--- config.mk ---
export PLATFORM = sky130hd
export DESIGN_NAME = gbc_ram
export DESIGN_NICKNAME = d
export VERILOG_FILES = /design/src/design/gbc_ram.sv
export SDC_FILE = /design/constraint.sdc
export NUM_CORES = 1
export LEC_CHECK = 0
export ABC_AREA = 1
export BUFFER_PORTS_ARGS = -buffer_cell sky130_fd_sc_hd__buf_2
export CAP_MARGIN = 30
export CORE_ASPECT_RATIO = 1.4
export CORE_UTILIZATION = 25
export DETAILED_ROUTE_END_ITERATION = 8
export GPL_TIMING_DRIVEN = 0
export PLACE_DENSITY = 0.45
export SYNTH_ARGS = -nofsm -noshare
export SYNTH_HDL_FRONTEND = slang
export SYNTH_SLANG_ARGS = --single-unit
--- constraint.sdc ---
create_clock -name clk -period 1.3 [get_ports clk]
set_input_delay 0.13 -clock clk [delete_from_list [all_inputs] [get_ports clk]]
set_output_delay 0.13 -clock clk [all_outputs]
set_load 0.01 [all_outputs]
--- src/design/gbc_ram.sv ---
`timescale 1ns / 1ps
// ----------------------------------------------------------------------------
// Generic RAM
// One write port, one read port with registered read data (read-first).
// ----------------------------------------------------------------------------
module gbc_ram #(
	parameter int WIDTH = 8,
	parameter int DEPTH = 16
) (
	input  logic                     clk,
	input  logic                     we,
	input  logic [$clog2(DEPTH)-1:0] waddr,
	input  logic [WIDTH-1:0]         wdata,
	input  logic                     re,
	input  logic [$clog2(DEPTH)-1:0] raddr,
	output logic [WIDTH-1:0]         rdata
);

	logic [WIDTH-1:0] mem [DEPTH];
	logic [WIDTH-1:0] rdata_q;

	always_ff @(posedge clk) begin
		if (we) begin
			mem[waddr] <= wdata;
		end
		if (re) begin
			rdata_q <= mem[raddr];
		end
	end

	assign rdata = rdata_q;

endmodule

Word level (Yosys, flattened, before mapping)
Memories as Yosys holds them, arrays and structs flattened. A register that Yosys moved wholly into a read port is not among the register bits.
Cells that the tools add are included.
{ "classes": {"muxes": 2} }
{ "ops": {"columns": ["operator", "count"], "rows": [
  ["$mux W1", 2]
]} }
{ "word_totals": {"ff_bits": 0, "ramBits": 128, "inputBits": 19, "out_inout_bits": 8, "elab_cells": 3, "memories": 1} }
{ "memory_table": {"columns": ["memory", "words", "word_bits", "read_ports", "rd_clocked_by_memory_dff", "wr", "line_no", "source"], "rows": [
  ["mem", 16, 8, 1, 1, 1, "19", "logic [WIDTH-1:0] mem [DEPTH];"]
]} }

Depth between registers and ports, before layout
{ "logic_depth": {"depth_word": 2, "ltp_mapped": 8, "depth_no_buf": 7} }

Worst setup path before layout
No wires, ideal clock.
{ "synth_path": {"kind": "input to register", "start": "in waddr[2]", "end": "mem mem[10][0] (enable)", "setup_time_ps": 370, "arrival_time_ps": 711, "required_time_ps": 930, "setup_slack_ps": 219, "cell_stages": 2, "n_path_buf": 0, "path_cell_list": "nand3b_1 > nor2_1"} }
{ "synth_lines": {"columns": ["item", "line_no", "source"], "rows": [
  ["start: declaration", "12", "input logic [$clog2(DEPTH)-1:0] waddr,"],
  ["end: declaration", "19", null]
]} }
No word-level cell before the write port.

Worst setup path in the final report
{ "layout_path": {"start": "in waddr[2]", "end": "mem mem[10][0] (enable)"} }
No word-level cell before the write port.

==> reports/results.txt <==
Max Buffers Root-to-Sink - 2
r2r startpoint - mem[0][4]
Tot GR Track Use - 0.1358
unrepaired setup endpoints after global routing - false
Initial Util - 0.2568
hold path start - re
worst hold slack - 0.1245 ns
CTS tree - yes
first-pass GRT wire length - 23.39 mm
sequential area share after synthesis - 0.6985
via-per-instance ratio - 4.150
ratio of cells with drive above 1 in the final layout - 0.1287
Setup CP Type - in2reg
worst min path class - in2reg
H-tree Lvls - 4
Synthesis Warnings - 0
Mapped Area - 5847 µm²
initial drt markers - 173
net count after synthesis - 570
cts repair resizes - 0
Tightest Pin Transition - 0.9466 ns
synthesized flop and latch total - 136
outcome - complete, no violations
Routed Antenna Nets - 0
worst skew pair latency - 0.41 ns
Setup crit start - waddr[2]
cell types occupying the most area after synthesis - edfxtp_1 70%, nand2_1 11%, nand3_1 8.3%
Final Wtd Congestion - 0.9037
Mapped Cells - 551
setup bufs post-CTS - 0
Area growth syn-to-layout - 17.53%
Hold Vio Cnt, Final - 0
Crit. End Element - register
WP data arrival - 1.27 ns
vias in the first global route - 3930
initial antenna violation count - 0
grt total ovfl - 0
Routed WL per cell - 17.13 µm
Die H - 183.0 µm
WP data required - 1.33 ns
Post-CTS Hold Buffers - 0
residual DRC count - 0
Worst-path clk slew - 0.06 ns
Die Width - 131.3 µm
Static Leak - 0.002866 µW
setup_tns - 0 ns
Slew HR - 0.3666
Sink Count - 136
detailed placer's ending HPWL - 10.78 mm
Highest Clock Rate - 0.8091 GHz
max_cap viols - 0
Buffers on Ports - 23
ANT cells - 0
Power, Total - 9963 µW
DR pass1 iterations - 4
pre-CTS setup slack - -0.4082 ns
Max Clock Skew - 0.008356 ns
Yosys top cell area share - 0.6985
filler cell count - 2407
minimum clock period - 1.236 ns
cell row count - 65
Final Max Slew Viols - 0
final setup vio count - 0
final period utilization - 0.9507
Core Util, Final - 0.3018
# nets final - 612
Core ar. - 22770 µm²
CTS root buffer - clkbuf_16
Num CTS Buffers - 17
Yosys cell types - 11
Routed WL - 15.53 mm
I/O Pins - 27
Synth area leader - edfxtp_1
Setup crit start kind - primary input
die area - 24010 µm²
Power Density - 1450 nW/µm²
final setup margin - 0.06412 ns
crit-path max FO - 8
peak supply drop - 0.7250 mV
vias post-DR - 3764
largest net degree at the start of global routing - 17
syn avg cell area - 10.61 µm²
## state kept, by name (all words and copies together) (netlist names)
register,cells
mem,128
rdata,8
## layer usage
metal / share of wire / vias up / GRT usage / wire length (µm)
met5: 0 / - / 0 / 0
met4: 0.031 / 0 / 0.08279 / 488
met3: 0.023 / 19 / 0.01824 / 361
met2: 0.55 / 71 / 0.2489 / 8512
met1: 0.40 / 1809 / 0.1487 / 6171
li1: - / 1865 / - / -
## synth_stat cells, drive strengths merged
cell type and count:
buf 24, edfxtp 136, nand3 97, nor2 17, nand3b 2, inv 102
nand2 173
## final timing paths
| path | slack (ns) | depth (start not counted) | to |
|---|---|---|---|
| setup / recovery | 0.06 | 3 | mem[10][0] |
| hold / removal | 0.12 | 1 | rdata[2] |
| setup reg to reg | 0.07 | 6 | rdata[4] |
| hold reg to reg | 0.76 | 6 | rdata[6] |
## per-stage QoR
step                instance area (µm²)  std cells
finish                             6872        907
global route                       6872        907
CTS                                6869        907
detailed placement                 6339        875
global placement                   6339        875
floorplan                          5847        551
## logic make-up after synthesis
| kind of cell | after synthesis | synth area share |
|---|---|---|
| and+or+nand+nor | 289 | 0.2076 |
| buffers and inverters | 126 | 0.09394 |
| DFF | 136 | 0.6985 |
## worst max-delay path, cell delays in order
cell and delay, ns:
buf_2 0.12, nand3b_1 0.29, nor2_1 0.73
## where the power goes
part / internal [µW] / switching, µW / total [µW]
Sequential: 4940 / 23.4 / 4960
Clock: 2450 / 1890 / 4340
Combinational: 184 / 476 / 661
## cell type report
class	count	area [µm²]	share of cell area
flip-flops and latches	136	4084	0.5943
multi-input cells	289	1216	0.1770
clock buffers	19	432.9	0.06300
inverters	102	382.9	0.05572
well taps	301	376.6	0.05481
plain buffers	24	166.4	0.02422
repair buffers	23	115.1	0.01675
clock inverters	13	97.59	0.01420
## layout by cell type, fill, tap and decap left out
cell	synthesis	layout
edfxtp_1	136	136
nand2_1	173	173
nor2_2	0	1
inv_1	100	100
clkinvlp_4	0	6
buf_4	4	4
nand3_1	97	97
inv_6	0	4
clkinv_1	0	1
clkinv_2	0	1
buf_6	6	6
buf_1	1	1
inv_2	2	2
nor2_1	17	16
nand3b_1	2	2
clkbuf_16	0	17
clkinv_4	0	1
clkbuf_1	0	2
buf_2	13	36
Power figures use the tool's default switching activity.
