File: src/design/gbc_pkg.sv
`timescale 1ns / 1ps
// ----------------------------------------------------------------------------
// Gyro bias calibration package
// Widths, constants, register indexes and pipeline control types shared by
// the gyro bias calibration modules.
// ----------------------------------------------------------------------------
package gbc_pkg;

	localparam int WINDOW   = 128;
	localparam int WIN_LOG  = $clog2(WINDOW);
	localparam int IDX_W    = WIN_LOG;
	localparam int WIN_W    = WIN_LOG + 1;
	localparam int WIN_SQ_W = 2 * WIN_W;

	localparam int SAMPLE_W = 16;
	localparam int DELTA_W  = SAMPLE_W + 1;
	localparam int SQ_W     = 2 * SAMPLE_W - 1;
	localparam int SUM_W    = SAMPLE_W + WIN_LOG;
	localparam int SQSUM_W  = SQ_W + WIN_LOG;
	localparam int PROD_W   = SQSUM_W + WIN_LOG;
	localparam int QW_W     = SAMPLE_W + WIN_W;
	localparam int ROW_W    = 3 * SAMPLE_W;

	localparam int THR_W      = 20;
	localparam int SETTLE_W   = 16;
	localparam int CNT_W      = SETTLE_W + 1;
	localparam int CFG_IDX_W  = 2;
	localparam int CFG_DATA_W = THR_W;

	localparam logic [WIN_W-1:0]    WIN_C    = WIN_W'(WINDOW);
	localparam logic [WIN_SQ_W-1:0] WIN_SQ_C = WIN_SQ_W'(WINDOW * WINDOW);
	localparam logic [SUM_W-1:0]    RECIP_M  = SUM_W'((64'd1 << SUM_W) / WINDOW);
	localparam logic [IDX_W-1:0]    IDX_LAST = IDX_W'(WINDOW - 1);

	localparam logic [THR_W-1:0]    THR_RESET    = THR_W'(5);
	localparam logic [SETTLE_W-1:0] SETTLE_RESET = SETTLE_W'(99);

	localparam logic signed [SAMPLE_W-1:0] SAT_MAX = {1'b0, {(SAMPLE_W-1){1'b1}}};
	localparam logic signed [SAMPLE_W-1:0] SAT_MIN = {1'b1, {(SAMPLE_W-1){1'b0}}};

	typedef enum logic [CFG_IDX_W-1:0] {
		REG_VAR_THRESHOLD  = 2'd0,
		REG_SETTLE_SAMPLES = 2'd1
	} gbc_reg_t;

	typedef struct packed {
		logic accept;
		logic ld_s2;
		logic ld_s3;
		logic ld_s4;
		logic ld_s5;
		logic ld_s6;
		logic ld_out;
	} gbc_pipe_t;

endpackage

File: src/design/gbc_lane.sv
`timescale 1ns / 1ps
// ----------------------------------------------------------------------------
// Gyro bias calibration axis lane
// Running sum and sum of squares for one axis, exact variance test, window
// mean by reciprocal multiply, and offset subtraction with saturation.
// ----------------------------------------------------------------------------
module gbc_lane (
	input  logic                                clk,
	input  logic                                arst_n,
	input  gbc_pkg::gbc_pipe_t                  pipe,
	input  logic signed [gbc_pkg::SAMPLE_W-1:0] sample,
	input  logic signed [gbc_pkg::SAMPLE_W-1:0] old_sample,
	input  logic                                old_valid,
	input  logic [gbc_pkg::THR_W-1:0]           threshold,
	input  logic                                latch,
	output logic                                stationary,
	output logic signed [gbc_pkg::SAMPLE_W-1:0] corrected
);

	// stage 1
	logic signed [gbc_pkg::SAMPLE_W-1:0]   sample_s1;
	logic signed [gbc_pkg::SAMPLE_W-1:0]   old_m;
	logic signed [2*gbc_pkg::SAMPLE_W-1:0] sq_new_full;
	logic signed [2*gbc_pkg::SAMPLE_W-1:0] sq_old_full;
	logic signed [gbc_pkg::DELTA_W-1:0]    delta;

	// stage 2
	logic signed [gbc_pkg::SAMPLE_W-1:0] sample_s2;
	logic signed [gbc_pkg::DELTA_W-1:0]  delta_s2;
	logic [gbc_pkg::SQ_W-1:0]            sq_new_s2;
	logic [gbc_pkg::SQ_W-1:0]            sq_old_s2;

	// running sums
	logic signed [gbc_pkg::SUM_W-1:0] sum_q;
	logic [gbc_pkg::SQSUM_W-1:0]      sumsq_q;

	// stage 3
	logic signed [gbc_pkg::SAMPLE_W-1:0]  sample_s3;
	logic [gbc_pkg::SUM_W-1:0]            abs_sum;
	logic signed [2*gbc_pkg::SUM_W-1:0]   ssq_full;
	logic [2*gbc_pkg::SUM_W-1:0]          recip_prod;
	logic [gbc_pkg::PROD_W-1:0]           nsq;
	logic [gbc_pkg::PROD_W-1:0]           bound;

	// stage 4
	logic signed [gbc_pkg::SAMPLE_W-1:0] sample_s4;
	logic [gbc_pkg::PROD_W-1:0]          nsq_s4;
	logic [gbc_pkg::PROD_W-1:0]          ssq_s4;
	logic [gbc_pkg::PROD_W-1:0]          bound_s4;
	logic [gbc_pkg::SAMPLE_W-1:0]        q_s4;
	logic [gbc_pkg::SUM_W-1:0]           abs_s4;
	logic                                neg_s4;
	logic [gbc_pkg::PROD_W-1:0]          spread;
	logic [gbc_pkg::QW_W-1:0]            qw_full;

	// stage 5
	logic signed [gbc_pkg::SAMPLE_W-1:0] sample_s5;
	logic                                stat_s5;
	logic [gbc_pkg::SUM_W-1:0]           qw_s5;
	logic [gbc_pkg::SAMPLE_W-1:0]        q_s5;
	logic [gbc_pkg::SUM_W-1:0]           abs_s5;
	logic                                neg_s5;
	logic [gbc_pkg::SUM_W-1:0]           rem;
	logic [gbc_pkg::SAMPLE_W-1:0]        q_fix;
	logic signed [gbc_pkg::SAMPLE_W-1:0] mean;

	// stage 6
	logic signed [gbc_pkg::SAMPLE_W-1:0] sample_s6;
	logic                                stat_s6;
	logic signed [gbc_pkg::SAMPLE_W-1:0] mean_s6;
	logic signed [gbc_pkg::SAMPLE_W-1:0] offset_q;
	logic signed [gbc_pkg::SAMPLE_W-1:0] offset_sel;
	logic signed [gbc_pkg::DELTA_W-1:0]  diff;

	always_comb begin
		old_m       = old_valid ? old_sample : '0;
		sq_new_full = sample_s1 * sample_s1;
		sq_old_full = old_m * old_m;
		delta       = gbc_pkg::DELTA_W'(sample_s1) - gbc_pkg::DELTA_W'(old_m);
	end

	always_ff @(posedge clk) begin
		if (pipe.accept) begin
			sample_s1 <= sample;
		end
		if (pipe.ld_s2) begin
			sample_s2 <= sample_s1;
			delta_s2  <= delta;
			sq_new_s2 <= sq_new_full[gbc_pkg::SQ_W-1:0];
			sq_old_s2 <= sq_old_full[gbc_pkg::SQ_W-1:0];
		end
		if (pipe.ld_s3) begin
			sample_s3 <= sample_s2;
		end
	end

	always_ff @(posedge clk or negedge arst_n) begin
		if (!arst_n) begin
			sum_q   <= '0;
			sumsq_q <= '0;
		end else if (pipe.ld_s3) begin
			sum_q   <= sum_q + gbc_pkg::SUM_W'(delta_s2);
			sumsq_q <= sumsq_q + gbc_pkg::SQSUM_W'(sq_new_s2) - gbc_pkg::SQSUM_W'(sq_old_s2);
		end
	end

	always_comb begin
		abs_sum    = sum_q[gbc_pkg::SUM_W-1] ? gbc_pkg::SUM_W'(-sum_q) : gbc_pkg::SUM_W'(sum_q);
		ssq_full   = sum_q * sum_q;
		recip_prod = (2*gbc_pkg::SUM_W)'(abs_sum) * (2*gbc_pkg::SUM_W)'(gbc_pkg::RECIP_M);
		nsq        = gbc_pkg::PROD_W'(sumsq_q) * gbc_pkg::PROD_W'(gbc_pkg::WIN_C);
		bound      = gbc_pkg::PROD_W'(threshold) * gbc_pkg::PROD_W'(gbc_pkg::WIN_SQ_C);
	end

	always_ff @(posedge clk) begin
		if (pipe.ld_s4) begin
			sample_s4 <= sample_s3;
			nsq_s4    <= nsq;
			ssq_s4    <= ssq_full[gbc_pkg::PROD_W-1:0];
			bound_s4  <= bound;
			q_s4      <= recip_prod[gbc_pkg::SUM_W +: gbc_pkg::SAMPLE_W];
			abs_s4    <= abs_sum;
			neg_s4    <= sum_q[gbc_pkg::SUM_W-1];
		end
	end

	always_comb begin
		spread  = nsq_s4 - ssq_s4;
		qw_full = gbc_pkg::QW_W'(q_s4) * gbc_pkg::QW_W'(gbc_pkg::WIN_C);
	end

	always_ff @(posedge clk) begin
		if (pipe.ld_s5) begin
			sample_s5 <= sample_s4;
			stat_s5   <= spread < bound_s4;
			qw_s5     <= qw_full[gbc_pkg::SUM_W-1:0];
			q_s5      <= q_s4;
			abs_s5    <= abs_s4;
			neg_s5    <= neg_s4;
		end
	end

	// quotient estimate is exact or one short
	always_comb begin
		rem   = abs_s5 - qw_s5;
		q_fix = (rem >= gbc_pkg::SUM_W'(gbc_pkg::WIN_C)) ? q_s5 + 1'b1 : q_s5;
		mean  = neg_s5 ? -$signed(q_fix) : $signed(q_fix);
	end

	always_ff @(posedge clk) begin
		if (pipe.ld_s6) begin
			sample_s6 <= sample_s5;
			stat_s6   <= stat_s5;
			mean_s6   <= mean;
		end
	end

	always_ff @(posedge clk or negedge arst_n) begin
		if (!arst_n) begin
			offset_q <= '0;
		end else if (latch) begin
			offset_q <= mean_s6;
		end
	end

	always_comb begin
		offset_sel = latch ? mean_s6 : offset_q;
		diff       = gbc_pkg::DELTA_W'(sample_s6) - gbc_pkg::DELTA_W'(offset_sel);
		if (diff[gbc_pkg::DELTA_W-1] != diff[gbc_pkg::DELTA_W-2]) begin
			corrected = diff[gbc_pkg::DELTA_W-1] ? gbc_pkg::SAT_MIN : gbc_pkg::SAT_MAX;
		end else begin
			corrected = diff[gbc_pkg::SAMPLE_W-1:0];
		end
	end

	assign stationary = stat_s6;

endmodule

File: config.mk
export PLATFORM = sky130hd
export DESIGN_NAME = gbc_lane
export DESIGN_NICKNAME = d
export VERILOG_FILES = /design/src/design/gbc_pkg.sv /design/src/design/gbc_lane.sv
export SDC_FILE = /design/constraint.sdc
export NUM_CORES = 2
export LEC_CHECK = 0
export BUFFER_PORTS_ARGS = -buffer_cell sky130_fd_sc_hd__buf_2
export CORE_MARGIN = 5
export CORE_UTILIZATION = 45
export CTS_BUF_LIST = sky130_fd_sc_hd__clkbuf_4 sky130_fd_sc_hd__clkbuf_8 sky130_fd_sc_hd__clkbuf_16
export DETAILED_ROUTE_END_ITERATION = 7
export HOLD_SLACK_MARGIN = 0.12
export PLACE_DENSITY = 0.69
export SLEW_MARGIN = 20
export SYNTH_ARGS = -nofsm -noshare
export SYNTH_HDL_FRONTEND = slang
export SYNTH_SLANG_ARGS = --single-unit
File: constraint.sdc
create_clock -name clk -period 10.6 [get_ports clk]
set_input_delay 2.12 -clock clk [delete_from_list [all_inputs] [get_ports clk]]
set_output_delay 2.12 -clock clk [all_outputs]
set_load 0.005 [all_outputs]
# Word level (Yosys, flattened, before mapping)
# Index checks and enable logic that the tools add are counted.
# word_totals
regBits	453
input_bits	63
output_inout_bits	17
wordCells	47
# classes
addsub	10
n_mul	3
n_lt_le_gt_ge	2
n_eq_ne	1
muxes	7
# ops
operator	count
$mux W16	6
$mul A16 B16 Y31	2
$lt A45 B34 Y1	1
$mul A23 B23 Y45	1
$sub A45 B45 Y45	1
$add A38 B31 Y38	1
$sub A38 B31 Y38	1
$sub A16 B16 Y17	2
$add A23 B17 Y23	1
$ge A23 B8 Y1 const B	1
$mux W23	1
$neg A23 Y23	1
$sub A23 B23 Y23	1
$add A16 B1 Y16 const B	1
$neg A16 Y16	1
$ne A1 B1 Y1	1

# Longest topological paths before layout
# logic_depth
depth_word	5
ltp_mapped	30
mapped_depth_nobuf	29

# Worst setup path before layout
# OpenSTA, ideal clock, no wires.
# synth_path
kind	input -> register
startpoint	input old_valid
endpoint	register sq_old_s2[30] (netlist name) (data pin)
setup_time_ps	260
arrival_ps	8237
t_required_ps	10340
slack_ps	2103
path_stages	27
path_buffers	2
cell_sequence	clkbuf_1 > clkbuf_1 > nand2_1 > inv_1 > nand2_1 > fa_1 > fa_1 > inv_1 > fa_1 > fa_1 > inv_1 > fa_1 > inv_1 > fa_1 > ha_1 > nand2_1 > o211ai_1 > a21o_1 > a21oi_1 > o41ai_1 > a31o_2 > a41oi_2 > o21ai_1 > a221oi_2 > o21ai_0 > a21oi_1 > xnor2_1
# synth_between
elab_chain_cells	2
# synth_lines
element	line	rtl
start, declared	gbc_lane.sv:13	input logic old_valid,
$mux W16	gbc_lane.sv:76	old_m = old_valid ? old_sample : '0;
$mul A16 B16 Y31	gbc_lane.sv:78	sq_old_full = old_m * old_m;
via sq_old_full, one bit	gbc_lane.sv:24	logic signed [2*gbc_pkg::SAMPLE_W-1:0] sq_old_full;
end signal, assigned	gbc_lane.sv:90	sq_old_s2 <= sq_old_full[gbc_pkg::SQ_W-1:0];
end, declared	gbc_lane.sv:31	logic [gbc_pkg::SQ_W-1:0] sq_old_s2;
# The timed path passes the listed nets, and every way through them passes these cells.
# A chain may end at the register's enable or synchronous reset.

# Worst setup path in the final report
# Ends and elaborated chain as after synthesis.

==> flow_summary.json <==
{
  "synth_area_per_cell_sq_um": 10.2,
  "start_util": 0.452,
  "fmax_mhz": 112,
  "worst_ep_arrival_time_ns": 9.31,
  "crit_buf_inv": 7,
  "grt_pass1_wl_microns": 207000,
  "grt_pass1_vias": 39500,
  "yosysTopAreaCell": "fa_1",
  "synth_cells": 5376,
  "synth_cell_type_count": 81,
  "finalSetupViolations": 0,
  "routed-via-count": 36000,
  "drt_first_pass_iters": 8,
  "max_stage_delay_ns": 0.56,
  "layout-drive-gt1-share": 0.0495,
  "row_count": 128,
  "syn_area_sq_um": 54800,
  "grt_setup_unrepaired": "no",
  "clk_pin_slew_worst_paths_ns": 0.06,
  "critPathRequiredTime_ns": 10.94,
  "root_buffer": "clkbuf_16",
  "clock_skew_ns": 0.0489,
  "worst_pin_slew_ns": 1.13,
  "critPathKind": "input pin to flop",
  "hold_violations": 0,
  "fin_crit_sh": 0.846,
  "cts_max_level": 2,
  "viasPerCell": 5.08,
  "dieHeight_microns": 359,
  "drcViolationCount": 0,
  "yosys.cell_count.top_type": "inv_1",
  "grt_antenna_before_repair": 8,
  "synthMuxAreaShare": 0.00839,
  "gp_congestion": 0.901,
  "crit_top_cell": "fa_1",
  "ant_nets": 0,
  "status": "completed",
  "yosys-top-cells-count": "inv_1, fa_1, ha_1, nand2_1, edfxtp_1",
  "cts_setup_buffers": 0,
  "critPathLaunchType": "input pin",
  "grt_overflow_total": 0,
  "yosysSeqAreaShare": 0.214,
  "synth_edf_count": 326,
  "dieArea_sq_um": 129000,
  "grt_max_degree": 88,
  "yosysWarnings": 0,
  "critPathCaptureType": "flop",
  "num_io_pins": 80,
  "synthXorXnorAreaFrac": 0.0375,
  "synth_top_family_by_area": "adder cells",
  "clock-sinks": 403,
  "synth_seq_cells": 403,
  "routedWlPerCell_microns": 17.6,
  "clk_latency_ns": 0.61,
  "numCtsBuffers": 45,
  "async_flop_share": 0.191,
  "coreArea_sq_um": 121000,
  "slew_viol_final": 0,
  "first_iter_violations": 1892,
  "synthSimpleGateAreaFrac": 0.0960,
  "syn2layout_area_growth_pct": 7.03,
  "netlist.area_leader.share": 0.368,
  "cts_resized": 0,
  "dp_hpwl_microns": 102000,
  "synth_adder_area_share": 0.467,
  "dieWidth_microns": 359,
  "finalWirelength_microns": 125000,
  "slew_headroom": 0.248,
  "max-clock-path-buffers": 3,
  "synth_compound_area_frac": 0.0690,
  "cts_tree": "built",
  "crit_path_top_delay_cell": "fa_1",
  "nets": 6921,
  "finalCriticalPeriod_ns": 8.96,
  "cp_max_fo": 32,
  "yosys-top-cells-area": "fa_1, edfxtp_1, inv_1, ha_1, dfrtp_1",
  "hp-class": "flop to flop",
  "synth_flop_cell": "edfxtp_1",
  "critical_path.top_delay_family": "adder cells",
  "setup-tns-final_ns": 0,
  "grt_usage": 0.199,
  "io_buffer_count": 78,
  "cap_viol_max_count": 0,
  "postCtsHoldBufs": 0
}
[layer usage]
layer  track usage  share of wire  up-vias
met1         0.262           0.41    18100
met2         0.330           0.47     1017
met4        0.0772          0.044        2
met5             0       0.000064        -
li1              -              -    16600
met3        0.0360          0.070      245
[worst reg2reg max path, delay by kind of cell, from the launching register on]
kind | cells | cell delay [ns]
compound gates | 6 | 1.61
xor+xnor | 1 | 0.35
fa+ha+maj | 8 | 4.01
buf+inv | 5 | 0.30
flops | 1 | 1.09
simple gates | 4 | 1.09
[layout make-up]
cell class | instances | area, sq um
multi-input combinational | 3387 | 37200
tap | 1625 | 2030
fill | 11100 | 62700
antenna | 2 | 5.00
inverter | 1461 | 5480
clock buffer | 57 | 1230
timing repair buffer | 119 | 712
sequential | 403 | 11700
clock inverter | 27 | 340
[logic make-up after synthesis]
group / Yosys count
AO/OA/AOI/OAI: 581
XOR/XNOR: 235
adder cells (fa/ha/maj): 1441
buffers and inverters: 1587
flip-flops: 403
multiplexers: 44
other: 1
AND/OR/NAND/NOR: 1084
[worst paths after layout]
path | start | endpoint | slack (ns) | cells after the start
max reg2reg | sum_q[8]$_DFFE_PN0P_ | ssq_s4[44]$_DFFE_PP_ | 1.95 | 24
min | neg_s4$_DFFE_PP_ | neg_s5$_DFFE_PP_ | 0.39 | 0
max | old_valid | sq_old_s2[30]$_DFFE_PP_ | 1.64 | 28
max in group asynchronous | arst_n | sum_q[22]$_DFFE_PN0P_ | 7.93 | 2
min reg2reg | neg_s4$_DFFE_PP_ | neg_s5$_DFFE_PP_ | 0.39 | 0
min in group asynchronous | arst_n | sum_q[2]$_DFFE_PN0P_ | 1.44 | 1
[through the flow]
stage / instances / hold WS (ns) / setup WS [ns] / area (sq um) / utilization
after CTS: 7079 / 0.396 / 1.67 / 58700 / 0.484
after floorplan: 5377 / 0.400 / 2.10 / 54900 / -
after detailed placement: 6995 / 0.405 / 1.03 / 57100 / 0.471
final: 7081 / 0.394 / 1.64 / 58700 / 0.484
after global routing: 7080 / 0.411 / 1.27 / 58700 / 0.484
after global placement: 6995 / 0.401 / 1.11 / 57100 / 0.471
[state kept, by name, summed over array words and instances (netlist names), 16 cells and up]
signal,cells
bound_s4,20
delta_s2,17
mean_s6,16
nsq_s4,38
offset_q,16
q_s4,16
q_s5,16
sample_s1,16
sample_s2,16
sample_s3,16
sample_s4,16
sample_s5,16
sample_s6,16
sq_new_s2,29
sq_old_s2,30
ssq_s4,44
sum_q,23
sumsq_q,38
[cells in the final DEF (no fill, tap or decap), types with 45 or more instances in the layout]
| master | synthesis | layout |
|---|---|---|
| a21o_1 | 82 | 82 |
| fa_1 | 1008 | 1008 |
| xnor2_1 | 169 | 169 |
| nand2_1 | 393 | 393 |
| ha_1 | 433 | 433 |
| buf_2 | 3 | 74 |
| xor2_1 | 66 | 66 |
| nor2b_1 | 50 | 50 |
| clkbuf_16 | 0 | 45 |
| nor2_1 | 192 | 192 |
| dfrtp_1 | 77 | 76 |
| edfxtp_1 | 326 | 326 |
| and3_1 | 85 | 85 |
| inv_1 | 1457 | 1457 |
| and2_1 | 145 | 145 |
| a21oi_1 | 170 | 170 |
| nand3_1 | 50 | 50 |
| o21ai_0 | 122 | 122 |
Power is not shown: default switching activity piles up to over one toggle a cycle in this logic, so the estimate is an artifact.
