==> src/design/gbc_pkg.sv <==
`timescale 1ns / 1ps
// ----------------------------------------------------------------------------
// Gyro bias calibration package
// Widths, constants, register indexes and pipeline control types shared by
// the gyro bias calibration modules.
// ----------------------------------------------------------------------------
package gbc_pkg;

	localparam int WINDOW   = 128;
	localparam int WIN_LOG  = $clog2(WINDOW);
	localparam int IDX_W    = WIN_LOG;
	localparam int WIN_W    = WIN_LOG + 1;
	localparam int WIN_SQ_W = 2 * WIN_W;

	localparam int SAMPLE_W = 16;
	localparam int DELTA_W  = SAMPLE_W + 1;
	localparam int SQ_W     = 2 * SAMPLE_W - 1;
	localparam int SUM_W    = SAMPLE_W + WIN_LOG;
	localparam int SQSUM_W  = SQ_W + WIN_LOG;
	localparam int PROD_W   = SQSUM_W + WIN_LOG;
	localparam int QW_W     = SAMPLE_W + WIN_W;
	localparam int ROW_W    = 3 * SAMPLE_W;

	localparam int THR_W      = 20;
	localparam int SETTLE_W   = 16;
	localparam int CNT_W      = SETTLE_W + 1;
	localparam int CFG_IDX_W  = 2;
	localparam int CFG_DATA_W = THR_W;

	localparam logic [WIN_W-1:0]    WIN_C    = WIN_W'(WINDOW);
	localparam logic [WIN_SQ_W-1:0] WIN_SQ_C = WIN_SQ_W'(WINDOW * WINDOW);
	localparam logic [SUM_W-1:0]    RECIP_M  = SUM_W'((64'd1 << SUM_W) / WINDOW);
	localparam logic [IDX_W-1:0]    IDX_LAST = IDX_W'(WINDOW - 1);

	localparam logic [THR_W-1:0]    THR_RESET    = THR_W'(5);
	localparam logic [SETTLE_W-1:0] SETTLE_RESET = SETTLE_W'(99);

	localparam logic signed [SAMPLE_W-1:0] SAT_MAX = {1'b0, {(SAMPLE_W-1){1'b1}}};
	localparam logic signed [SAMPLE_W-1:0] SAT_MIN = {1'b1, {(SAMPLE_W-1){1'b0}}};

	typedef enum logic [CFG_IDX_W-1:0] {
		REG_VAR_THRESHOLD  = 2'd0,
		REG_SETTLE_SAMPLES = 2'd1
	} gbc_reg_t;

	typedef struct packed {
		logic accept;
		logic ld_s2;
		logic ld_s3;
		logic ld_s4;
		logic ld_s5;
		logic ld_s6;
		logic ld_out;
	} gbc_pipe_t;

endpackage

==> src/design/gbc_merge.sv <==
`timescale 1ns / 1ps
// ----------------------------------------------------------------------------
// Gyro bias calibration merge stage
// Combines the per-axis stationarity flags with the settle counter and
// decides when new offsets are latched.
// ----------------------------------------------------------------------------
module gbc_merge (
	input  logic                              clk,
	input  logic                              arst_n,
	input  gbc_pkg::gbc_pipe_t                pipe,
	input  logic                              full,
	input  logic [2:0]                        stat,
	input  logic [gbc_pkg::SETTLE_W-1:0]      settle,
	output logic                              latch
);

	logic [gbc_pkg::CNT_W-1:0] cnt_q;
	logic [gbc_pkg::CNT_W-1:0] settle_ext;
	logic                      fire;

	always_comb begin
		settle_ext = gbc_pkg::CNT_W'(settle);
		fire       = full && (&stat) && (cnt_q >= settle_ext);
		latch      = pipe.ld_out && fire;
	end

	always_ff @(posedge clk or negedge arst_n) begin
		if (!arst_n) begin
			cnt_q <= '0;
		end else if (pipe.ld_out) begin
			if (fire) begin
				cnt_q <= '0;
			end else if (cnt_q < settle_ext + 1'b1) begin
				cnt_q <= cnt_q + 1'b1;
			end
		end
	end

endmodule

==> config.mk <==
export PLATFORM = sky130hd
export DESIGN_NAME = gbc_merge
export DESIGN_NICKNAME = d
export VERILOG_FILES = /design/src/design/gbc_pkg.sv /design/src/design/gbc_merge.sv
export SDC_FILE = /design/constraint.sdc
export NUM_CORES = 1
export LEC_CHECK = 0
export CORE_ASPECT_RATIO = 0.5
export CORE_MARGIN = 10
export CORE_UTILIZATION = 40
export DETAILED_ROUTE_END_ITERATION = 16
export DONT_BUFFER_PORTS = 1
export PLACE_DENSITY = 0.65
export SLEW_MARGIN = 20
export SYNTH_ARGS = -nofsm -noshare
export SYNTH_HDL_FRONTEND = slang
export SYNTH_SLANG_ARGS = --single-unit
==> constraint.sdc <==
create_clock -name clk -period 4.8 [get_ports clk]
set_clock_uncertainty 0.2 [all_clocks]
set_input_delay 0.72 -clock clk [delete_from_list [all_inputs] [get_ports clk]]
set_output_delay 0.72 -clock clk [all_outputs]
set_load 0.05 [all_outputs]
; ---- Word-level counts from Yosys, hierarchy flattened
; Cells that the tools add are included.
[word_totals]
register_bits = 17
latch_bits = 0
ram_bits = 0
rom_bits = 0
memories = 0
[op_classes]
add_sub_neg = 2
mul = 0
div_mod_pow = 0
order_cmp = 2
eq_ne = 0
n_shift = 0
muxes = 2
bitwise = 0
reduce_logical = 6
[ops]
columns = operator, count
row1 = 2-to-1 mux 17 bit, 2
row2 = "adder 16 x 1 -> 17 bit, second input constant", 1
row3 = "adder 17 x 1 -> 17 bit, second input constant", 1
row4 = >= comparator 17 x 16 -> 1 bit, 1
row5 = < comparator 17 bit, 1
row6 = logical AND 1 bit, 3
row7 = AND reduction 3 bit, 1
row8 = AND reduction 2 bit, 1
row9 = nonzero test 2 bit, 1

; ---- Longest topological paths before layout
; Gate-level depths: netlist (run 1).
[depth]
word_depth = 5
ltp_mapped = 14
depth_no_buf = 13

; ---- Least setup slack after synthesis (run 1)
; Ideal clock, no wire load.
[synth_path]
path_kind = in2out
from = in settle[0] (netlist name)
to = out latch
t_arrival_ns = 2.458
slack_ns = 1.422
cell_stages = 8
path_cell_list = inv_1 ha_1 a21boi_0 o22ai_2 o211ai_2 a22oi_4 buf_6 nor2_1
[synth_between]
elab_chain_cells = 3
[synth_lines]
columns = element, line_no
row1 = start: declaration, gbc_merge.sv:13  ; input logic [gbc_pkg::SETTLE_W-1:0] settle,
row2 = >= comparator 17 x 16 -> 1 bit, gbc_merge.sv:23  ; fire = full && (&stat) && (cnt_q >= settle_ext);
row3 = logical AND 1 bit, gbc_merge.sv:23
row4 = logical AND 1 bit, gbc_merge.sv:24  ; latch = pipe.ld_out && fire;
row5 = end: declaration, gbc_merge.sv:14  ; output logic latch
; Every way passes these cells.

; ---- Final worst setup path (run 1)
[layout_path]
from = in settle[3] (netlist name)
to = reg cnt_q[16] (netlist name)
[layout_between]
elab_chain_cells = 4
word_cells_on_any_way = 7
cone_classes = add/sub: 1 / order compare: 2 / mux: 1 / reduce/logical: 3
[layout_lines]
columns = element, line_no
row1 = adder 16 x 1 -> 17 bit or >= comparator 17 x 16 -> 1 bit (tied branches), "gbc_merge.sv:33, gbc_merge.sv:23"
row2 = < comparator 17 bit or logical AND 1 bit (tied branches), "gbc_merge.sv:33, gbc_merge.sv:23"
row3 = nonzero test 2 bit (no source line), --
row4 = AND reduction 2 bit (no source line), --
row5 = end signal: assignment, gbc_merge.sv:34  ; cnt_q <= cnt_q + 1'b1;
row6 = end: declaration, gbc_merge.sv:17  ; logic [gbc_pkg::CNT_W-1:0] cnt_q;
; Parallel ways exist; a longest one is shown, timed or not.
; A chain may end at the register's enable or synchronous reset.

==> flow_summary.json, run 1 <==
{
  "status": "finished, final reports clean",
  "finalNonFillerCells": 321,
  "setup_viol": 0,
  "cts_setup_buffers": 0,
  "vias": 1932,
  "crit_slowest_cell": "or3_1",
  "dp_slack_ns": 0.9554,
  "cts_buffers": 3,
  "drive_above_1_share_pct": 8.765,
  "globalplace.congestion": 0.8340,
  "layout.nets": 316,
  "port_buffers": 0,
  "cts_tree": "done",
  "yosys-top-cells-area": "ha_1 20%, dfrtp_1 20%, xnor2_1 5.7%",
  "reg_top3": "cnt_q: 17 flops",
  "wirelength_um": 5194,
  "ir_worst_vdd_v": 0.0001171,
  "synth_largest_area_cell": "ha_1",
  "p_leak_nw": 1.052,
  "slew_violations": 0,
  "synth_flop_cell": "dfrtp_1",
  "final_area_mm2": 0.002258,
  "post-route-drc-count": 0,
  "ys_warn_count": 0,
  "fp.dieW_um": 123.9,
  "cts_max_level": 1,
  "synth_top_family_by_area": "compound AO/OA/AOI/OAI gates",
  "startpoint_type": "input port",
  "slowest_delay_ns": 0.53,
  "diodes": 0,
  "tightestPinTransition_ns": 1.100,
  "grt_max_degree": 31,
  "avgViaCountPerCell": 6.019,
  "start_util_pct": 42.57,
  "ys_seq_elements": 17,
  "dp.cells": 316,
  "postSynthCellCount": 251,
  "synth_top_cells_by_count": "35 x ha_1, 23 x inv_1, 20 x nand2_1, 17 x dfrtp_1",
  "clk_latency_ns": 0.25,
  "ctsLongestPathBuffers": 2,
  "finalWorstSetupSlack_ns": 1.231,
  "power_density_mw_per_mm2": 200.8,
  "synthAdderAreaFrac_pct": 20.30,
  "grt_util_all_layers_pct": 11.84,
  "synth_seq_area_share_pct": 19.72,
  "timing.critical_path.buf_inv": 0,
  "wl_per_cell_um": 16.18,
  "dpl.hpwl_um": 4140,
  "synth_edf_count": 0,
  "synth_mux_area_share_pct": 0,
  "relSlewSlack_pct": 26.38,
  "core_area_mm2": 0.005067,
  "synth.most_common_cell": "ha_1",
  "largest_reg_flops": 17,
  "synth_compound_area_share_pct": 24.71,
  "grt.overflow.total": 0,
  "synth_area_mm2": 0.002157,
  "avgSynthCellArea_um2": 8.594,
  "ant_nets": 0,
  "area_delta_synth_final_pct": 4.699,
  "antenna_found_initial": 0,
  "hold_path_class": "register to register",
  "final_util_pct": 44.57,
  "die_area_mm2": 0.008908,
  "die_y_um": 71.93,
  "fin_hold_ws_ns": 0.3533,
  "synth.distinct_cells": 54,
  "first_pass_iters": 4,
  "total_power_uw": 453.4,
  "dpl-instance-area_mm2": 0.002203,
  "path_class": "input port to register",
  "crit_chain": "and3_1 > and2_1 > nand2_1 > nor2_1 > nand3_1 > xnor2_1 > ha_1 > a21oi_1 > o21ai_0 > or3_1 > or3_1 > o211ai_1 > o211ai_1",
  "crit_required_ns": 4.73,
  "drt_iter0_drc": 185,
  "ctsResizeCount": 0,
  "cpLargestDelayFamily": "simple AND/OR/NAND/NOR gates",
  "clk_pin_slew_ns": 0.07,
  "regMostFlops": "cnt_q",
  "rows": 18,
  "n_fill_cell": 516,
  "cts_sinks": 17,
  "final_hold_viol_count": 0,
  "post-route-period-util_pct": 74.36,
  "io_pins": 30,
  "fmax_ghz": 0.2802,
  "synth_top_area_share_pct": 20.30,
  "cap_viol_max_count": 0,
  "synthXorXnorAreaFrac_pct": 5.684,
  "first_global_vias": 1856,
  "end_kind": "register",
  "path_max_fanout": 11,
  "grt_setup_unrepaired": "no",
  "synthArstFlopShare_pct": 100.0,
  "synthSimpleGateAreaFrac_pct": 22.45,
  "fin_setup_tns_ns": 0,
  "syn_nets": 315,
  "period_minus_slack_ns": 3.569,
  "grt_pass1_wl_um": 8949,
  "arrival_ns": 3.50,
  "cts_root_buffer": "clkbuf_8"
}
[cell usage in the layout (no fill, tap or decap), drive strengths merged, types with 10 or more instances in the layout]
master  synthesis  final
nor3           12     12
dfrtp          17     17
nand2          21     21
inv            24     24
a31oi          14     14
and3           12     12
ha             35     35
xnor2          14     14
nand3          12     12
o21ai          10     10
[worst reg2reg max path, stage by stage (launching register included)]
cell	delay [ns]
dfrtp_1	0.40
inv_1	0.08
ha_1	0.26
a21boi_0	0.22
o22ai_2	0.15
o211ai_2	0.27
a22oi_4	0.10
nor2_1	0.84
o32ai_2	0.16
[cell type report]
class	count	area [um^2]	share of cell area [%]
multi-input combinational	202	1578	69.86
sequential	17	425.4	18.84
inverter	24	90.09	3.989
tap	70	87.58	3.878
clock buffer	4	45.04	1.994
timing repair buffer	4	32.53	1.440
[worst paths after layout]
path,start,slack (ns),cells past startpoint,end
max reg2reg,cnt_q[0],1.95,8,cnt_q[2]
max,settle[3],1.23,13,cnt_q[16]
min reg2reg,cnt_q[0],0.35,1,cnt_q[0]
min,cnt_q[0],0.35,1,cnt_q[0]
max in group asynchronous,arst_n,3.05,1,cnt_q[5]
min in group asynchronous,arst_n,0.82,1,cnt_q[13]
[repair_timing]
| item | in CTS | in global routing |
|---|---|---|
| endpoints found under the hold margin | 17 | 0 |
| hold buffers | 1 | 0 |
| setup endpoints to repair | 0 | 0 |
[layer usage]
metal  up-vias  track usage (%)  part of all wire, %
met2        53            19.87                   48
met4         0           0.7702                    0
met1       921            15.86                   46
li1        958                -                    -
met5         -                0                    0
met3         0            2.548                  5.9
[kinds of logic after synthesis]
| kind of cell | after synthesis |
|---|---|
| fa+ha+maj | 35 |
| buf+inv | 32 |
| simple gates | 88 |
| flops | 17 |
| xor+xnor | 14 |
| compound gates | 65 |
[where the power goes]
| group | total (mW) | switching (mW) | internal, mW |
|---|---|---|---|
| logic | 0.154 | 0.0821 | 0.0716 |
| registers | 0.192 | 0.0305 | 0.162 |
| clock network | 0.108 | 0.0488 | 0.0589 |
| total | 0.453 | 0.161 | 0.292 |
Note: power is estimated with default switching activity, not from simulation.
==> run 2: changes to the inputs <==
- ABC_AREA: not set -> 1
- PLACE_DENSITY: 0.65 -> 0.67
- clock period: 4.8 -> 3 ns (I/O delays scaled with it)
==> run 2 against run 1 <==
Synthesized cell count is 36% higher. Synthesized area is 10% higher. Clock-buffer cell count stayed put. Non-clock buffer count is 6 higher. Combinational power is 95% higher. Sequential power is 70% higher. Hold slack worse by 0.20 ns. Highest routed layer is now met4.
==> flow_summary.json, run 2 <==
{
  "dpl.hpwl_um": 4614,
  "synthSimpleGateAreaFrac_pct": 40.54,
  "core_area_mm2": 0.005610,
  "multi_input_area_mm2": 0.001769,
  "synth.most_common_cell": "nand2_1",
  "crit_slowest_cell": "ha_1",
  "power_density_mw_per_mm2": 336.5,
  "end_kind": "register",
  "cts_max_level": 1,
  "clk_latency_ns": 0.25,
  "grt_util_all_layers_pct": 12.48,
  "grt_setup_unrepaired": "yes",
  "port_buffers": 0,
  "drive_above_1_share_pct": 10.60,
  "area_delta_synth_final_pct": 12.70,
  "cts_buffers": 3,
  "yosys-top-cells-area": "ha_1 18%, dfrtp_1 18%, nand2_1 14%",
  "tightestPinTransition_ns": 0.7716,
  "slew_violations": 0,
  "layout.nets": 414,
  "fin_setup_tns_ns": 0,
  "p_leak_nw": 1.492,
  "synth_top_cells_by_count": "89 x nand2_1, 46 x inv_1, 35 x ha_1, 31 x nor2_1, 27 x nand3_1",
  "drt_iter0_drc": 156,
  "start_util_pct": 42.31,
  "cap_viol_max_count": 0,
  "wirelength_um": 5823,
  "grt_max_degree": 20,
  "diodes": 0,
  "ys_seq_elements": 17,
  "fp.dieW_um": 128.9,
  "synth_area_mm2": 0.002374,
  "total_power_uw": 900.0,
  "avgSynthCellArea_um2": 6.960,
  "crit_chain": "ha_4 > nand4_4 > nor3_4 > nand4_2 > or2_1 > xor2_1 > ha_1 > nand2_1 > inv_1 > o21bai_1 > nand2_1 > a21oi_2 > nand2_2 > nor2_4 > clkbuf_16 > nand4_1 > nand2_1",
  "dpl-instance-area_mm2": 0.002472,
  "fin_hold_ws_ns": 0.1484,
  "layout_common_cells": "87 x nand2_1, 46 x inv_1, 34 x ha_1",
  "fmax_ghz": 0.3395,
  "setup_viol": 0,
  "crit_required_ns": 2.99,
  "ant_nets": 0,
  "status": "finished, final reports clean",
  "globalplace.congestion": 0.8112,
  "syn_nets": 405,
  "io_pins": 30,
  "postSynthCellCount": 341,
  "path_class": "input port to register",
  "grt.overflow.total": 0,
  "die_y_um": 74.47,
  "ff_latch_area_um2": 425.4,
  "synthXorXnorAreaFrac_pct": 9.594,
  "relSlewSlack_pct": 48.39,
  "synth_flop_cell": "dfrtp_1",
  "synth_seq_area_share_pct": 17.92,
  "ir_worst_vdd_v": 0.0002155,
  "cts_sinks": 17,
  "largest_reg_flops": 17,
  "crit_path_frequent_cell": "nand2_1",
  "synth_largest_area_cell": "ha_1",
  "first_global_vias": 2146,
  "cts_root_buffer": "clkbuf_16",
  "antenna_found_initial": 0,
  "post-route-period-util_pct": 98.17,
  "rows": 19,
  "hold_path_class": "input port to register",
  "synth_mux_area_share_pct": 0,
  "synthAdderAreaFrac_pct": 18.45,
  "finalWorstSetupSlack_ns": 0.05491,
  "clk_pin_slew_ns": 0.05,
  "path_max_fanout": 8,
  "wl_per_cell_um": 13.80,
  "synth_top_family_by_area": "simple AND/OR/NAND/NOR gates",
  "period_minus_slack_ns": 2.945,
  "final_common_cell": "nand2_1",
  "ys_warn_count": 0,
  "grt_pass1_wl_um": 9887,
  "die_area_mm2": 0.009602,
  "reg_top3": "cnt_q: 17 flops",
  "dp_slack_ns": -0.2942,
  "avgViaCountPerCell": 5.095,
  "ctsLongestPathBuffers": 2,
  "regMostFlops": "cnt_q",
  "final_hold_viol_count": 0,
  "vias": 2150,
  "final_area_mm2": 0.002675,
  "synth_top_area_share_pct": 18.45,
  "n_fill_cell": 556,
  "cts_tree": "done",
  "post-route-drc-count": 0,
  "synth.distinct_cells": 31,
  "arrival_ns": 2.94,
  "startpoint_type": "input port",
  "synthArstFlopShare_pct": 100.0,
  "synth_compound_area_share_pct": 4.112,
  "slowest_delay_ns": 0.29,
  "first_pass_iters": 4,
  "synth_edf_count": 0
}
run 2: cell types whose count changed in the layout (fill, tap and decap cells not counted), moves of 7 or more:
cell,change
inv_1,+23
xnor2_1,-7
nand2_1,+67
nor2_1,+23
nand4_1,+14
o21ai_1,-8
nand3_1,+16
nor3_1,-8
xor2_1,+19
and3_1,-10
a31oi_1,-14
run 2: logic make-up (layout without fill, tap and decap cells):
group                    Yosys count  after routing
AND/OR/NAND/NOR                  193            193
buffers and inverters             52             60
adder cells (fa/ha/maj)           35             35
XOR/XNOR                          26             26
AO/OA/AOI/OAI                     18             18
flip-flops                        17             17
run 2: layout make-up:
cell class                      instances  area share [%]
Clock buffer                            4           2.947
Inverter                               46           6.455
Multi-Input combinational cell        272           66.14
Sequential cell                        17           15.90
Tap cell                               73           3.414
Timing Repair Buffer                   10           5.145
run 2: power breakdown:
group,internal (mW),switching (mW),leakage [nW]
sequential,0.258,0.0685,0.231
combinational,0.128,0.172,1.22
clock,0.181,0.0934,0.0382
run 2: final timing paths:
check | startpoint | endpoint | slack [ns] | cells after the start
max | settle[0] | cnt_q[6] | 0.05 | 17
min | pipe[0] | cnt_q[16] | 0.15 | 2
max reg2reg | cnt_q[8] | cnt_q[7] | 0.71 | 11
min reg2reg | cnt_q[15] | cnt_q[15] | 0.38 | 2
max in group asynchronous | arst_n | cnt_q[10] | 1.60 | 1
min in group asynchronous | arst_n | cnt_q[12] | 0.52 | 1
run 2: worst max-delay path, delay by kind of cell:
family,cells,cell delay (ns)
compound gates,2,0.31
simple gates,10,1.37
buf+inv,2,0.23
fa+ha+maj,2,0.42
xor+xnor,1,0.15
run 2: metrics by stage:
step	instances	util (%)
after floorplan	341	-
after global placement	414	44.07
after detailed placement	414	44.07
after CTS	420	46.01
after global routing	422	47.68
final	422	47.68
run 2: what timing repair did:
action,CTS,global route
endpoints found under the hold margin,17,0
resized for setup,0,9
pin swaps,1,19
gates cloned,0,2
hold buffers,1,0
buffers inserted,1,0
setup endpoints to repair,17,17
run 2: layer usage:
| layer | up-vias | share of wire (%) | global-route usage (%) |
|---|---|---|---|
| met2 | 49 | 44 | 20.97 |
| met5 | - | 0 | 0 |
| met4 | 0 | 1.3 | 4.506 |
| met1 | 962 | 47 | 15.68 |
| li1 | 1132 | - | - |
| met3 | 7 | 7.0 | 2.624 |
